$ cat src/rtl/tic_pkg.sv
// ----------------------------------------------------------------------------
// tic_pkg
// Shared types and constants of the thresholded intensity centroid core.
// ----------------------------------------------------------------------------
package tic_pkg;

    localparam int DEF_MAX_WIDTH     = 4096;
    localparam int DEF_MAX_HEIGHT    = 4096;
    localparam int DEF_FRACTION_BITS = 4;

    localparam int PIXEL_W    = 8;
    localparam int FRAME_W_W  = 13;
    localparam int CENTROID_W = 16;
    localparam int CFG_IDX_W  = 2;
    localparam int CFG_DATA_W = 13;

    localparam logic [PIXEL_W-1:0]   THRESHOLD_RESET   = 8'd150;
    localparam logic [FRAME_W_W-1:0] FRAME_WIDTH_RESET = 13'd640;

    // Configuration register indexes
    localparam logic [CFG_IDX_W-1:0] REG_THRESHOLD   = 2'd0;
    localparam logic [CFG_IDX_W-1:0] REG_FRAME_WIDTH = 2'd1;

    typedef struct packed {
        logic [PIXEL_W-1:0] pixel;
        logic               frame_end;
    } pixel_beat_t;

    typedef struct packed {
        logic [CENTROID_W-1:0] centroid_x;
        logic [CENTROID_W-1:0] centroid_y;
        logic                  marker_found;
    } result_beat_t;

endpackage

$ cat src/rtl/tic_fifo.sv
// ----------------------------------------------------------------------------
// tic_fifo
// Two-entry queue that carries finished frame sums from front to back.
// ----------------------------------------------------------------------------
module tic_fifo #(
    parameter int WIDTH = 8
) (
    input  logic             clk,
    input  logic             rst_n,
    input  logic             push,
    input  logic [WIDTH-1:0] wr_data,
    output logic             full,
    input  logic             pop,
    output logic [WIDTH-1:0] rd_data,
    output logic             empty
);

    logic [WIDTH-1:0] mem_reg [2];
    logic             wr_ptr_reg;
    logic             wr_ptr_next;
    logic             rd_ptr_reg;
    logic             rd_ptr_next;
    logic [1:0]       count_reg;
    logic [1:0]       count_next;
    logic             do_push;
    logic             do_pop;

    assign full    = (count_reg == 2'd2);
    assign empty   = (count_reg == 2'd0);
    assign do_push = push & ~full;
    assign do_pop  = pop & ~empty;
    assign rd_data = mem_reg[rd_ptr_reg];

    always_comb
    begin
        wr_ptr_next = do_push ? ~wr_ptr_reg : wr_ptr_reg;
        rd_ptr_next = do_pop ? ~rd_ptr_reg : rd_ptr_reg;
        count_next  = count_reg;
        if (do_push && !do_pop)
        begin
            count_next = count_reg + 2'd1;
        end
        else if (do_pop && !do_push)
        begin
            count_next = count_reg - 2'd1;
        end
    end

    always_ff @(posedge clk or negedge rst_n)
    begin
        if (!rst_n)
        begin
            wr_ptr_reg <= 1'b0;
            rd_ptr_reg <= 1'b0;
            count_reg  <= 2'd0;
        end
        else
        begin
            wr_ptr_reg <= wr_ptr_next;
            rd_ptr_reg <= rd_ptr_next;
            count_reg  <= count_next;
        end
    end

    always_ff @(posedge clk)
    begin
        if (do_push)
        begin
            mem_reg[wr_ptr_reg] <= wr_data;
        end
    end

endmodule

$ cat src/rtl/tic_front.sv
// ----------------------------------------------------------------------------
// tic_front
// Pixel intake: threshold, position tracking and weighted accumulation.
// ----------------------------------------------------------------------------
module tic_front #(
    parameter int MAX_WIDTH  = 4096,
    parameter int MAX_HEIGHT = 4096,
    parameter int IW         = 33,
    parameter int SW         = 45
) (
    input  logic                        clk,
    input  logic                        rst_n,
    input  logic                        push,
    output logic                        full,
    input  tic_pkg::pixel_beat_t        sample,
    input  logic [tic_pkg::PIXEL_W-1:0] threshold,
    input  logic [tic_pkg::FRAME_W_W-1:0] frame_width,
    output logic                        q_push,
    input  logic                        q_full,
    output logic [2*SW+IW-1:0]          q_data
);

    import tic_pkg::*;

    localparam int CW  = $clog2(MAX_WIDTH);
    localparam int RW  = $clog2(MAX_HEIGHT);
    localparam int EW  = FRAME_W_W + 1;
    localparam logic [EW-1:0] MAXW_E = EW'(MAX_WIDTH);
    localparam logic [RW-1:0] ROW_TOP = RW'(MAX_HEIGHT - 1);

    logic [CW-1:0]      col_reg;
    logic [CW-1:0]      col_next;
    logic [RW-1:0]      row_reg;
    logic [RW-1:0]      row_next;

    logic               s1_valid_reg;
    logic               s1_valid_next;
    logic               s1_last_reg;
    logic [PIXEL_W-1:0] s1_inten_reg;
    logic [CW-1:0]      s1_col_reg;
    logic [RW-1:0]      s1_row_reg;

    logic [IW-1:0]      isum_reg;
    logic [IW-1:0]      isum_next;
    logic [SW-1:0]      xsum_reg;
    logic [SW-1:0]      xsum_next;
    logic [SW-1:0]      ysum_reg;
    logic [SW-1:0]      ysum_next;

    logic               accept;
    logic               advance;
    logic [EW-1:0]      fw_ext;
    logic [EW-1:0]      width_eff;
    logic [CW:0]        col_inc;
    logic [CW+7:0]      xprod;
    logic [RW+7:0]      yprod;
    logic [IW-1:0]      isum_acc;
    logic [SW-1:0]      xsum_acc;
    logic [SW-1:0]      ysum_acc;

    // Stall only while a frame end waits for room in the queue
    assign full    = s1_valid_reg & s1_last_reg & q_full;
    assign accept  = push & ~full;
    assign advance = s1_valid_reg & (~s1_last_reg | ~q_full);

    assign fw_ext  = {1'b0, frame_width};
    assign col_inc = {1'b0, col_reg} + {{CW{1'b0}}, 1'b1};

    always_comb
    begin
        if (fw_ext == '0)
        begin
            width_eff = EW'(1);
        end
        else if (fw_ext > MAXW_E)
        begin
            width_eff = MAXW_E;
        end
        else
        begin
            width_eff = fw_ext;
        end

        col_next = col_reg;
        row_next = row_reg;
        if (accept)
        begin
            if (sample.frame_end)
            begin
                col_next = '0;
                row_next = '0;
            end
            else if (EW'(col_inc) >= width_eff)
            begin
                col_next = '0;
                if (row_reg != ROW_TOP)
                begin
                    row_next = row_reg + RW'(1);
                end
            end
            else
            begin
                col_next = col_inc[CW-1:0];
            end
        end
    end

    assign s1_valid_next = accept | (s1_valid_reg & ~advance);

    assign xprod    = (CW+8)'(s1_col_reg) * (CW+8)'(s1_inten_reg);
    assign yprod    = (RW+8)'(s1_row_reg) * (RW+8)'(s1_inten_reg);
    assign isum_acc = isum_reg + IW'(s1_inten_reg);
    assign xsum_acc = xsum_reg + SW'(xprod);
    assign ysum_acc = ysum_reg + SW'(yprod);

    assign q_push = advance & s1_last_reg;
    assign q_data = {xsum_acc, ysum_acc, isum_acc};

    always_comb
    begin
        isum_next = isum_reg;
        xsum_next = xsum_reg;
        ysum_next = ysum_reg;
        if (advance)
        begin
            if (s1_last_reg)
            begin
                isum_next = '0;
                xsum_next = '0;
                ysum_next = '0;
            end
            else
            begin
                isum_next = isum_acc;
                xsum_next = xsum_acc;
                ysum_next = ysum_acc;
            end
        end
    end

    always_ff @(posedge clk or negedge rst_n)
    begin
        if (!rst_n)
        begin
            col_reg      <= '0;
            row_reg      <= '0;
            s1_valid_reg <= 1'b0;
            isum_reg     <= '0;
            xsum_reg     <= '0;
            ysum_reg     <= '0;
        end
        else
        begin
            col_reg      <= col_next;
            row_reg      <= row_next;
            s1_valid_reg <= s1_valid_next;
            isum_reg     <= isum_next;
            xsum_reg     <= xsum_next;
            ysum_reg     <= ysum_next;
        end
    end

    // Capture the thresholded pixel and its position
    always_ff @(posedge clk)
    begin
        if (accept)
        begin
            s1_last_reg  <= sample.frame_end;
            s1_inten_reg <= (sample.pixel > threshold) ? sample.pixel : '0;
            s1_col_reg   <= col_reg;
            s1_row_reg   <= row_reg;
        end
    end

endmodule

$ cat src/rtl/tic_divider.sv
// ----------------------------------------------------------------------------
// tic_divider
// Back end: two restoring dividers, one quotient bit per cycle, result slot.
// ----------------------------------------------------------------------------
module tic_divider #(
    parameter int IW = 33,
    parameter int SW = 45,
    parameter int QW = 16,
    parameter int FRACTION_BITS = 4
) (
    input  logic                  clk,
    input  logic                  rst_n,
    input  logic                  q_empty,
    output logic                  q_pop,
    input  logic [2*SW+IW-1:0]    q_data,
    output logic                  empty,
    input  logic                  pop,
    output tic_pkg::result_beat_t result
);

    import tic_pkg::*;

    localparam int NW  = SW + FRACTION_BITS;
    localparam int SCW = $clog2(QW + 1);
    localparam int QXW = (QW > CENTROID_W) ? QW : CENTROID_W;
    localparam logic [QXW-1:0] OUT_MAX = QXW'({CENTROID_W{1'b1}});

    typedef enum logic [1:0] {
        ST_IDLE = 2'b01,
        ST_DIV  = 2'b10
    } div_state_t;

    div_state_t     state_reg;
    div_state_t     state_next;
    logic [SCW-1:0] step_reg;
    logic [SCW-1:0] step_next;
    logic           res_valid_reg;
    logic           res_valid_next;
    result_beat_t   result_reg;

    logic [IW-1:0]  den_reg;
    logic           found_reg;
    logic [IW-1:0]  xrem_reg;
    logic [IW-1:0]  yrem_reg;
    logic [QW-1:0]  xq_reg;
    logic [QW-1:0]  yq_reg;

    logic [SW-1:0]  in_xsum;
    logic [SW-1:0]  in_ysum;
    logic [IW-1:0]  in_isum;
    logic [NW-1:0]  xnum;
    logic [NW-1:0]  ynum;
    logic [IW:0]    xtrial;
    logic [IW:0]    ytrial;
    logic [IW:0]    xdiff;
    logic [IW:0]    ydiff;
    logic           xge;
    logic           yge;
    logic           load;
    logic           iterate;
    logic           finish;
    logic           out_pop;
    logic [QXW-1:0] xq_ext;
    logic [QXW-1:0] yq_ext;

    assign {in_xsum, in_ysum, in_isum} = q_data;
    assign xnum = NW'(in_xsum) << FRACTION_BITS;
    assign ynum = NW'(in_ysum) << FRACTION_BITS;

    assign out_pop = pop & res_valid_reg;
    assign empty   = ~res_valid_reg;
    assign result  = result_reg;

    assign xtrial = {xrem_reg, xq_reg[QW-1]};
    assign ytrial = {yrem_reg, yq_reg[QW-1]};
    assign xdiff  = xtrial - {1'b0, den_reg};
    assign ydiff  = ytrial - {1'b0, den_reg};
    assign xge    = (xtrial >= {1'b0, den_reg});
    assign yge    = (ytrial >= {1'b0, den_reg});

    assign xq_ext = QXW'(xq_reg);
    assign yq_ext = QXW'(yq_reg);

    always_comb
    begin
        state_next = state_reg;
        step_next  = step_reg;
        load       = 1'b0;
        iterate    = 1'b0;
        finish     = 1'b0;
        case (state_reg)
            ST_IDLE:
            begin
                if (!q_empty)
                begin
                    load       = 1'b1;
                    step_next  = '0;
                    state_next = ST_DIV;
                end
            end
            ST_DIV:
            begin
                if (step_reg != SCW'(QW))
                begin
                    iterate   = 1'b1;
                    step_next = step_reg + SCW'(1);
                end
                else if (!res_valid_reg || out_pop)
                begin
                    finish     = 1'b1;
                    state_next = ST_IDLE;
                end
            end
            default:
            begin
                state_next = ST_IDLE;
            end
        endcase
        res_valid_next = finish ? 1'b1 : (out_pop ? 1'b0 : res_valid_reg);
    end

    assign q_pop = load;

    always_ff @(posedge clk or negedge rst_n)
    begin
        if (!rst_n)
        begin
            state_reg     <= ST_IDLE;
            step_reg      <= '0;
            res_valid_reg <= 1'b0;
        end
        else
        begin
            state_reg     <= state_next;
            step_reg      <= step_next;
            res_valid_reg <= res_valid_next;
        end
    end

    // Shift the dividend low bits out while quotient bits shift in behind them
    always_ff @(posedge clk)
    begin
        if (load)
        begin
            den_reg   <= in_isum;
            found_reg <= (in_isum != '0);
            xrem_reg  <= xnum[NW-1:QW];
            yrem_reg  <= ynum[NW-1:QW];
            xq_reg    <= xnum[QW-1:0];
            yq_reg    <= ynum[QW-1:0];
        end
        else if (iterate)
        begin
            xrem_reg <= xge ? xdiff[IW-1:0] : xtrial[IW-1:0];
            yrem_reg <= yge ? ydiff[IW-1:0] : ytrial[IW-1:0];
            xq_reg   <= (xq_reg << 1) | QW'(xge);
            yq_reg   <= (yq_reg << 1) | QW'(yge);
        end

        if (finish)
        begin
            result_reg.marker_found <= found_reg;
            if (!found_reg)
            begin
                result_reg.centroid_x <= '0;
                result_reg.centroid_y <= '0;
            end
            else
            begin
                result_reg.centroid_x <= (xq_ext > OUT_MAX) ? '1 : xq_ext[CENTROID_W-1:0];
                result_reg.centroid_y <= (yq_ext > OUT_MAX) ? '1 : yq_ext[CENTROID_W-1:0];
            end
        end
    end

endmodule

$ cat src/rtl/thresholded_intensity_centroid_core.sv
// ----------------------------------------------------------------------------
// thresholded_intensity_centroid_core
// Intensity-weighted centroid of the above-threshold pixels of each frame.
// ----------------------------------------------------------------------------
// Usage:
//   Pixels enter in raster order on the push/full side, one beat per clock
//   while full is low; frame_end marks the last pixel of a frame. Column and
//   row are tracked inside from the frame_width register.
//   One result beat per frame leaves on the empty/pop side: centroid x and y
//   in unsigned fixed point with FRACTION_BITS fraction bits, truncated and
//   saturated to 16 bits, plus marker_found. An empty frame gives 0,0 and
//   marker_found low.
//   Throughput: one pixel per cycle while full is low. Each frame end
//   starts a division over QW quotient bits, with
//   QW = clog2(max(MAX_WIDTH, MAX_HEIGHT)) + FRACTION_BITS; frame sums queue
//   two deep, so only frames shorter than a division back up into full.
//   Path: the frame-end beat is registered in the front, its sums pass the
//   queue, and the divider loads, iterates and registers the result beat.
//   Stall: while pop is held low the result waits; the next frame's division
//   finishes and holds, then the sum queue fills and full rises on the next
//   frame-end beat. No beat is dropped.
//   Reset: threshold 150, frame width 640, position and sums cleared.
//   Configuration writes (cfg_valid, always ready) belong in idle time.
// ----------------------------------------------------------------------------
module thresholded_intensity_centroid_core #(
    parameter int MAX_WIDTH     = tic_pkg::DEF_MAX_WIDTH,
    parameter int MAX_HEIGHT    = tic_pkg::DEF_MAX_HEIGHT,
    parameter int FRACTION_BITS = tic_pkg::DEF_FRACTION_BITS
) (
    input  logic                           clk,
    input  logic                           rst_n,
    input  logic                           push,
    output logic                           full,
    input  tic_pkg::pixel_beat_t           sample,
    output logic                           empty,
    input  logic                           pop,
    output tic_pkg::result_beat_t          result,
    input  logic                           cfg_valid,
    output logic                           cfg_ready,
    input  logic [tic_pkg::CFG_IDX_W-1:0]  cfg_index,
    input  logic [tic_pkg::CFG_DATA_W-1:0] cfg_data
);

    import tic_pkg::*;

    localparam int CW = $clog2(MAX_WIDTH);
    localparam int RW = $clog2(MAX_HEIGHT);
    localparam int PW = (CW > RW) ? CW : RW;
    // Intensity sum covers a full frame with a spare bit; weighted sums add
    // the widest position
    localparam int IW = PIXEL_W + CW + RW + 1;
    localparam int SW = IW + PW;
    localparam int QW = PW + FRACTION_BITS;
    localparam int DW = 2 * SW + IW;

    logic [PIXEL_W-1:0]   threshold_reg;
    logic [FRAME_W_W-1:0] frame_width_reg;
    logic                 cfg_write;

    logic                 fq_push;
    logic                 fq_full;
    logic [DW-1:0]        fq_wdata;
    logic                 fq_pop;
    logic [DW-1:0]        fq_rdata;
    logic                 fq_empty;

    // Register writes are never stalled: ready is tied high
    assign cfg_ready = 1'b1;
    assign cfg_write = cfg_valid & cfg_ready;

    always_ff @(posedge clk or negedge rst_n)
    begin
        if (!rst_n)
        begin
            threshold_reg   <= THRESHOLD_RESET;
            frame_width_reg <= FRAME_WIDTH_RESET;
        end
        else if (cfg_write)
        begin
            if (cfg_index == REG_THRESHOLD)
            begin
                threshold_reg <= cfg_data[PIXEL_W-1:0];
            end
            else if (cfg_index == REG_FRAME_WIDTH)
            begin
                frame_width_reg <= cfg_data[FRAME_W_W-1:0];
            end
        end
    end

    // Front: threshold, track position, accumulate; hand frame sums over
    tic_front #(
        .MAX_WIDTH  (MAX_WIDTH),
        .MAX_HEIGHT (MAX_HEIGHT),
        .IW         (IW),
        .SW         (SW)
    ) u_front (
        .clk         (clk),
        .rst_n       (rst_n),
        .push        (push),
        .full        (full),
        .sample      (sample),
        .threshold   (threshold_reg),
        .frame_width (frame_width_reg),
        .q_push      (fq_push),
        .q_full      (fq_full),
        .q_data      (fq_wdata)
    );

    // Frame sums wait here so pixel intake and division stall independently
    tic_fifo #(
        .WIDTH (DW)
    ) u_fifo (
        .clk     (clk),
        .rst_n   (rst_n),
        .push    (fq_push),
        .wr_data (fq_wdata),
        .full    (fq_full),
        .pop     (fq_pop),
        .rd_data (fq_rdata),
        .empty   (fq_empty)
    );

    // Back: divide both weighted sums by the intensity sum, hold the result
    tic_divider #(
        .IW            (IW),
        .SW            (SW),
        .QW            (QW),
        .FRACTION_BITS (FRACTION_BITS)
    ) u_divider (
        .clk     (clk),
        .rst_n   (rst_n),
        .q_empty (fq_empty),
        .q_pop   (fq_pop),
        .q_data  (fq_rdata),
        .empty   (empty),
        .pop     (pop),
        .result  (result)
    );

endmodule

$ cat config.mk
export PLATFORM = sky130hd
export DESIGN_NAME = thresholded_intensity_centroid_core
export DESIGN_NICKNAME = d
export VERILOG_FILES = /design/src/rtl/tic_pkg.sv /design/src/rtl/tic_fifo.sv /design/src/rtl/tic_front.sv /design/src/rtl/tic_divider.sv /design/src/rtl/thresholded_intensity_centroid_core.sv
export SDC_FILE = /design/constraint.sdc
export NUM_CORES = 1
export LEC_CHECK = 0
export ABC_AREA = 0
export ABC_CLOCK_PERIOD_IN_PS = 12600
export BUFFER_PORTS_ARGS = -buffer_cell sky130_fd_sc_hd__buf_2
export CORE_MARGIN = 2
export CORE_UTILIZATION = 65
export CTS_BUF_LIST = sky130_fd_sc_hd__clkbuf_8
export DETAILED_ROUTE_END_ITERATION = 6
export MAX_ROUTING_LAYER = met4
export PLACE_DENSITY = 0.83
export SLEW_MARGIN = 20
export SYNTH_ARGS = -nofsm -noshare
export SYNTH_HDL_FRONTEND = slang
export SYNTH_SLANG_ARGS = --single-unit
$ cat constraint.sdc
create_clock -name clk -period 12.6 [get_ports clk]
set_input_delay 1.26 -clock clk [delete_from_list [all_inputs] [get_ports clk]]
set_output_delay 1.26 -clock clk [all_outputs]
set_load 0.05 [all_outputs]
* Word-level counts from Yosys, hierarchy flattened *
Memory sizes are Yosys's and may differ from the RTL's.
Index checks and enable logic that the tools add are counted.

cells by class
  add/subtract/negate cells = 10
  multipliers = 2
  magnitude comparators = 7
  eq/ne operators = 10
  mux-type cells = 42
  bitwise logic cells = 22
  reductions and logical operators = 21

operators with widths
  kind                   number
  $mux 33                7
  $mux 16                6
  $add 45x20->45         2
  $mux 45                2
  $ge 34x33->1           2
  $sub 33x33->33         2
  $mux 12                5
  $mul 12x8->20          2
  $add 33x8->33          1
  $reduce_bool 33->1     1
  $gt 16x16->1 const B   2
  $or 16x1->16           2
  $mux 13                2
  $logic_not 14->1       1
  $add 12x1->13 const B  1
  $ge 13x13->1           1
  $gt 13x13->1 const B   1
  $add 12x1->12 const B  1
  $ne 12x12->1 const B   1
  $reduce_and 3->1       4
  $reduce_bool 2->1      6
  $mux 1                 11
  $mux 2                 5
  $mux 5                 2
  other kinds (19)       44

storage, ports and cells
  register bits after elaboration = 379
  RAM bits = 246
  memories kept = 1

memory list
  name            words  width  read ports  clocked after memory_dff  wr ports  RTL line        source
  u_fifo.mem_reg  2      123    1           0                         1         tic_fifo.sv:18  logic [WIDTH-1:0] mem_reg [2];

* Depth between registers and ports, before layout *
Gate-level depths: netlist of run 1.

  depth in word-level cells = 10
  depth in mapped cells = 21

* Cells and area by module *
From an unflattened synthesis of run 1, not the netlist that was laid out.

second synthesis, totals
  cell total of the unflattened synthesis = 3504
  area total of the unflattened synthesis = 38525.7 um^2

modules (own cells, without submodules)
  module                               instances  cells an instance  area an instance (um^2)
  tic_front                            1          1931               17460.5
  tic_divider                          1          1124               10920.5
  tic_fifo                             1          402                9313.9
  thresholded_intensity_centroid_core  1          47                 830.8

* Worst setup path before layout of run 1 *
Ideal clock, no wire load.

  path kind = reg2reg
  start = register u_fifo.count_reg[1]
  end = memory u_fifo.mem_reg[0][0] in the netlist's numbering, enable pin
  setup time = 607 ps
  arrival = 6129 ps
  slack = 5863 ps
  stages on the path, launching flop included = 6
  buffers on the path = 0
  clock period less this slack = 6737 ps
  path through = dfrtp_1 nor2b_1 nand2_1 and2_0 nand2_1 nor2_1

on the way
  cells in the longest elaborated chain, start to end = 8

RTL lines
  what                            RTL line                         source
  from (decl)                     tic_fifo.sv:23                   logic [1:0] count_reg;
  from (signal assigned)          tic_fifo.sv:61                   count_reg <= count_next;
  $eq 2x2->1 *                    tic_fifo.sv:28                   assign full = (count_reg == 2'd2);
  $not 1->1 *                     tic_fifo.sv:30, tic_front.sv:64
  $or 1x1->1                      tic_front.sv:64                  assign advance = s1_valid_reg & (~s1_last_reg | ~q_full);
  $and 1x1->1                     tic_front.sv:64
  $and 1x1->1                     tic_front.sv:116                 assign q_push = advance & s1_last_reg;
  $and 1x1->1 *                   tic_fifo.sv:30                   assign do_push = push & ~full;
  $mux 1 *                        tic_fifo.sv:67                   if (do_push)
  $mux 1 (not written as such) *  tic_fifo.sv:69                   mem_reg[wr_ptr_reg] <= wr_data;
  to (decl)                       tic_fifo.sv:18

Every way passes the cells marked *; elsewhere a longest branch is shown, timed or not.

* Worst setup path in the final report of run 1 *
  start = register u_front.s1_inten_reg[1]
  end = register u_front.xsum_reg[44]

on the way
  cells in the longest elaborated chain, start to end = 3

RTL lines
  what                    RTL line          source
  from (decl)             tic_front.sv:39   logic [PIXEL_W-1:0] s1_inten_reg;
  from (signal assigned)  tic_front.sv:169  s1_inten_reg <= (sample.pixel > threshold) ? sample.pixel : '0;
  $mul 12x8->20           tic_front.sv:110  assign xprod = (CW+8)'(s1_col_reg) * (CW+8)'(s1_inten_reg);
  $add 45x20->45          tic_front.sv:113  assign xsum_acc = xsum_reg + SW'(xprod);
  $mux 45                 tic_front.sv:126  if (s1_last_reg)
  to (signal assigned)    tic_front.sv:158  xsum_reg <= xsum_next;
  to (decl)               tic_front.sv:45   logic [SW-1:0] xsum_reg;

Every way passes these cells.
A chain may end at the register's enable or synchronous reset.

==> flow_metrics.py, run 1 <==
metrics = {
    "global_route": {
        "antenna_found_initial": 2,
        "grt_pass1_vias": 27300,
        "grt_remaining_overflow": 0,
        "grt_pass1_wl_microns": 145000,
        "grt_max_degree": 80,
        "gr-usage-all-layers_pct": 31.6,
    },
    "logic_synthesis": {
        "ys_types": 88,
        "yosys_register_bits": 625,
        "yosys.area.top_type_share_pct": 34.6,
        "ys_warn_count": 0,
        "synth-async-reset-ratio_pct": 29.0,
        "synth_most_common_cell": "edfxtp_1",
        "synth_top_flop_cell": "edfxtp_1",
        "netlist_instances": 3474,
        "syn_avg_cell_area_sq_um": 10.9,
        "synth.top_cells.by_count": "436 x edfxtp_1, 322 x nand2_1, 315 x inv_1",
        "synth_nets": 3852,
        "synth_edf_count": 436,
        "synth_area_leaders": "edfxtp_1 35%, dfrtp_1 12%, fa_1 8.4%",
        "synth_seq_area_share_pct": 47.0,
        "synth_area_leader_cell": "edfxtp_1",
        "syn-cell-area_sq_mm": 0.0379,
    },
    "critical_path": {
        "r2r_slack_ps": 6090,
        "cp.arrival_ps": 7090,
        "critPathMaxFanout": 26,
        "cp.required_ps": 13180,
        "critPathKind": "reg -> reg",
        "rr_startpoint": "u_front.s1_inten_reg[1]",
        "ff2ff_path_depth": 17,
        "cp-start-kind": "register",
        "end_kind": "register",
        "timing.rr.end": "u_front.xsum_reg[44]",
    },
    "drt": {
        "wl_microns": 90900,
        "route.layer.met1.wl_microns": 37700,
        "wl_per_cell_microns": 20.8,
        "antenna_left": 0,
        "num_vias": 27100,
        "drtIter0Drc": 2828,
        "drc_errors": 0,
        "wl_met2_microns": 43900,
        "viasPerCell": 6.20,
        "route.met3.wl_microns": 6900,
        "dr.pass1.iters": 6,
        "highest_layer": "met4",
    },
    "cts": {
        "clk_latency_ps": 730,
        "clock_tree.buffer_depth": 3,
        "cts_max_level": 3,
        "cts_buffers": 98,
        "clk_pin_slew_ps": 60,
        "cts_root_buffer": "clkbuf_8",
        "cts_resized": 0,
        "ctsHoldBuffers": 0,
        "cts_tree": "done",
        "cts_setup_buffers": 0,
        "cts.sinks": 625,
    },
    "timing": {
        "relSlewSlack_pct": 31.3,
        "rsz0062_at_grt": "no",
        "fin_skew_ps": 49.8,
        "timing.final.hold_violations": 0,
        "post-route-period-util_pct": 51.7,
        "worst_slew_pin_slew_ps": 1030,
        "slew_violations": 0,
        "setup-violations-final": 0,
        "max_freq_ghz": 0.154,
        "holdWs_ps": 471,
        "period_minus_slack_ps": 6510,
        "tns_ps": 0,
    },
    "floorplan": {
        "rows": 88,
        "core-area_sq_mm": 0.0576,
        "die_x_microns": 245,
        "die_h_microns": 245,
        "start_util_pct": 65.7,
        "die_area_sq_mm": 0.0602,
        "ios": 65,
    },
    "pwr": {
        "pwr_density_cell_mw_per_mm2": 288,
        "p_leak_nw": 17.6,
        "ir_drop_uv": 245,
    },
    "final_layout": {
        "final_nets": 3900,
        "design_area_sq_mm": 0.0409,
        "syn_to_final_growth_pct": 8.09,
        "largest_reg_flops": 246,
        "fill_cells": 3893,
        "layout-drive-gt1-share_pct": 9.32,
        "final_cells": 4371,
    },
    "outcome": {
        "status": "finished, final reports clean",
    },
    "place": {
        "io_buffers": 63,
        "dp.cells": 4187,
        "hpwl_microns": 64400,
        "placed_cell_area_sq_mm": 0.0388,
        "place_congestion": 0.985,
    },
    "worst_hold_path": {
        "min_from": "u_divider.yq_ext[2]",
        "whs_path_depth": 2,
        "min_to": "u_divider.yq_ext[2]",
        "hp-class": "reg -> reg",
    },
    "job": {
        "maxCapViolCount": 0,
    },
}
## routing by layer
| layer | global-route usage, % | vias up |
|---|---|---|
| met5 | - | - |
| met4 | 10.2 | 0 |
| met3 | 4.47 | 173 |
| met2 | 50.3 | 1189 |
| met1 | 42.3 | 13300 |
| li1 | - | 12400 |
## power breakdown
group / switching [W] / total, W / internal, W
Clock: 0.000837 / 0.00181 / 0.000971
Sequential: 0.000318 / 0.00355 / 0.00323
Combinational: 0.00406 / 0.00643 / 0.00237
## kinds of logic (layout without fill, tap and decap cells)
group / count (synthesis) / after routing / share of synthesized area (%)
compound gates: 750 / 750 / 12.9
xor+xnor: 181 / 181 / 4.19
fa+ha+maj: 349 / 349 / 14.7
buf+inv: 458 / 589 / 4.65
flops: 625 / 625 / 47.0
mux: 138 / 138 / 3.81
other cells: 1 / 2 / 0.00991
simple gates: 972 / 972 / 12.8
## final cells by class
class / count / area (sq um) / area share, %
well taps: 765 / 957 / 2.34
flip-flops and latches: 625 / 17800 / 43.5
diodes: 1 / 2.50 / 0.00612
clock inverters: 68 / 518 / 1.27
repair buffers: 89 / 519 / 1.27
clock buffers: 115 / 1580 / 3.87
inverters: 317 / 1190 / 2.91
multi-input cells: 2391 / 18300 / 44.8
## cells in the final DEF (no fill, tap or decap), types with 116 or more instances in the layout
cell / instances
a21oi_1: 146
and2_1: 179
clkbuf_8: 116
dfrtp_1: 173
edfxtp_1: 436
fa_1: 159
ha_1: 190
inv_1: 341
nand2_1: 320
nor2_1: 139
o21ai_0: 208
## metrics by stage
step | total power [W] | setup slack [ps] | utilization, %
after floorplan | 0.00818 | 5860 | -
after global placement | 0.00961 | 6320 | 67.4
after detailed placement | 0.00988 | 6080 | 67.4
after CTS | 0.0117 | 6120 | 71.0
after global routing | 0.0126 | 5710 | 71.0
final | 0.0118 | 6090 | 71.0
## critical path, cell delays in order, from the launching register on
cell      delay [ps]
edfxtp_1        1010
nand2_1          170
fa_1             550
inv_1             50
fa_1             460
fa_1             500
inv_1             60
fa_1             540
inv_1             50
ha_1             370
and3_1           250
a22oi_1          140
a211o_1          300
nand3_1          150
a41oi_2          250
nor2_1           790
nand4_1          290
o311ai_0         450
## worst max path at each step
| stage | startpoint | to | slack [ps] |
|---|---|---|---|
| 3_3_place_gp | u_front.s1_inten_reg[1] | u_front.xsum_reg[42] | 6320 |
| 3_5_place_dp | u_front.s1_inten_reg[1] | u_front.xsum_reg[44] | 6080 |
| 4_1_cts | u_front.s1_inten_reg[1] | u_front.xsum_reg[44] | 6120 |
| 2_1_floorplan | u_fifo.count_reg[1] | u_fifo.mem_reg[0][0] | 5860 |
| 5_1_grt | u_front.s1_inten_reg[1] | u_front.xsum_reg[42] | 5710 |
| 6_report | u_front.s1_inten_reg[1] | u_front.xsum_reg[44] | 6090 |
No activity file was read; power rests on OpenSTA's default activity.
==> inputs of run 2 (changes only) <==
- ABC_CLOCK_PERIOD_IN_PS: 12600 -> 5600
- CORE_UTILIZATION: 65 -> 60
- PLACE_DENSITY: 0.83 -> 0.81
- clock period: 12.6 -> 5.6 ns (I/O delays scaled with it)
==> run 2 against run 1 <==
Compared with the run above: critical path type unchanged; clock skew down 17 ps; critical path depth up 2; the flow now finishes with violations (DRC); clock power grew 120%; worst setup slack got worse by 5900 ps; global-route usage shrank 3.0 points; flip-flop and latch count is the same; combinational power increased by 130%; fmax is 19% higher; sequential power grew 130%; die area grew 8.2%; largest power group unchanged.
==> flow_metrics.py, run 2 (synthesis results as in run 1) <==
metrics = {
    "pwr": {
        "ir_drop_uv": 422,
        "clockPowerShare_pct": 14.8,
        "netSwitchingPower_w": 0.0117,
        "pwr_density_cell_mw_per_mm2": 643,
        "p_seq_share_pct": 29.9,
        "swShare_pct": 43.9,
        "p_leak_nw": 17.9,
        "pwr-share-comb_pct": 55.2,
        "internal_power_w": 0.0150,
    },
    "place": {
        "place_congestion": 0.960,
        "io_buffers": 63,
        "dp.cells": 4297,
        "hpwl_microns": 62800,
        "placed_cell_area_sq_mm": 0.0392,
    },
    "critical_path": {
        "critPathKind": "reg -> reg",
        "r2r_slack_ps": 150,
        "cp.arrival_ps": 5880,
        "slowest_stage": "fa_1",
        "end_kind": "register",
        "crit_chain": "buf_6 > and2_1 > fa_1 > fa_1 > fa_1 > inv_1 > fa_1 > inv_1 > ha_1 > nand2_1 > o21ba_1 > o21a_1 > a211o_1 > a311oi_4 > buf_6 > nor2_4 > nor3_4 > nand3_2 > xnor2_1",
        "cp-start-kind": "register",
        "critPathMaxFanout": 13,
        "max_stage_delay_ps": 560,
        "ff2ff_path_depth": 19,
        "path_common_cell": "fa_1",
        "cp.required_ps": 6030,
        "critPathLaunch": "u_front.s1_inten_reg[6]",
        "rr_startpoint": "u_front.s1_inten_reg[6]",
    },
    "drt": {
        "viasPerCell": 6.00,
        "highest_layer": "met4",
        "antenna_left": 0,
        "wl_met2_microns": 42900,
        "route.met3.wl_microns": 6060,
        "drc_errors": 2,
        "route.layer.met1.wl_microns": 38000,
        "num_vias": 27000,
        "wl_per_cell_microns": 20.0,
        "dr.pass1.iters": 7,
        "drtIter0Drc": 2308,
        "wl_microns": 90000,
    },
    "worst_hold_path": {
        "hp-class": "in -> reg",
        "min_from": "push",
        "whs_path_depth": 2,
    },
    "cts": {
        "clk_pin_slew_ps": 60,
        "cts_tree": "done",
        "cts_root_buffer": "clkbuf_8",
        "cts_buffers": 100,
        "cts_max_level": 3,
        "cts.sinks": 625,
        "clk_latency_ps": 710,
        "clock_tree.buffer_depth": 3,
    },
    "global_route": {
        "grt_pass1_vias": 26300,
        "grt_pass1_wl_microns": 140000,
        "antenna_found_initial": 2,
        "grt_max_degree": 120,
        "grt_remaining_overflow": 0,
        "gr-usage-all-layers_pct": 28.6,
    },
    "timing": {
        "max_freq_ghz": 0.184,
        "slew_violations": 0,
        "worst_slew_pin_slew_ps": 1090,
        "post-route-period-util_pct": 97.3,
        "period_minus_slack_ps": 5450,
        "tns_ps": 0,
        "fin_skew_ps": 32.7,
        "relSlewSlack_pct": 27.1,
        "setup-violations-final": 0,
        "timing.final.hold_violations": 0,
    },
    "floorplan": {
        "start_util_pct": 60.3,
        "die_x_microns": 255,
        "ios": 65,
        "rows": 92,
        "die_area_sq_mm": 0.0651,
        "die_h_microns": 255,
        "core-area_sq_mm": 0.0627,
    },
    "final_layout": {
        "final_cells": 4497,
        "final_nets": 3941,
        "seqCellArea_sq_mm": 0.0178,
        "layout_common_cells": "436 x edfxtp_1, 352 x inv_1, 319 x nand2_1",
        "design_area_sq_mm": 0.0415,
        "layout-drive-gt1-share_pct": 10.7,
        "multi_input_area_sq_mm": 0.0185,
        "fill_cells": 4588,
        "final_common_cell": "edfxtp_1",
        "largest_reg_flops": 246,
        "syn_to_final_growth_pct": 9.74,
    },
    "outcome": {
        "violations": "DRC",
        "status": "finished, violations left",
    },
    "job": {
        "maxCapViolCount": 0,
    },
}
[run 2: metal layers]
layer / track usage, % / vias up
li1: - / 12500
met5: - / -
met2: 44.8 / 1057
met3: 4.52 / 192
met4: 10.6 / 0
met1: 37.9 / 13200
[run 2: final cells by class]
class	instances	share of cell area, %
multi-input cells	2391	44.6
flip-flops and latches	625	42.8
clock buffers	107	3.55
inverters	317	2.87
well taps	846	2.55
repair buffers	128	2.22
clock inverters	81	1.33
diodes	2	0.0120
[run 2: power by group through the flow]
stage | logic [W] | registers, W | clock network [W]
final | 0.0147 | 0.00799 | 0.00396
after global routing | 0.0164 | 0.00809 | 0.00420
after detailed placement | 0.0142 | 0.00806 | 0
after global placement | 0.0137 | 0.00799 | 0
after floorplan | 0.0106 | 0.00775 | 0
after CTS | 0.0143 | 0.00797 | 0.00402
[run 2: final timing paths]
kind / endpoint
worst min register to register: u_front.isum_reg[2]
worst max-delay path: u_fifo.mem_reg[0][70]
worst max register to register: u_fifo.mem_reg[0][70]
max in group asynchronous: u_fifo.rd_ptr_reg
worst min-delay path: u_front.s1_valid_reg
min in group asynchronous: threshold_reg[5]
[run 2: critical path: cells and delay by family (launching register included)]
family / cells / cell delay (ps)
AOI/OAI and AO/OA: 4 / 980
xor gates and xnor gates: 1 / 170
adders and majority gates: 5 / 2410
buffers and inverters: 4 / 490
DFF: 1 / 500
and+or+nand+nor: 5 / 650
[run 2: through the flow]
step           setup WS (ps)  hold WS (ps)  util (%)  power, W
2_1_floorplan            450           264         -    0.0184
3_3_place_gp             102           457      62.5    0.0217
3_5_place_dp           -13.4           468      62.5    0.0222
4_1_cts                 19.6          2.80      65.8    0.0263
5_1_grt                -47.7          41.5      66.2    0.0287
6_report                 152          63.0      66.2    0.0267
[run 2: repair_timing]
item / in CTS / in global routing
gates resized for setup: 2 / 37
hold buffers: 1 / 0
pin swaps: 0 / 9
buffers inserted: 4 / 5
setup endpoints to repair: 9 / 101
endpoints found under the hold margin: 56 / 0
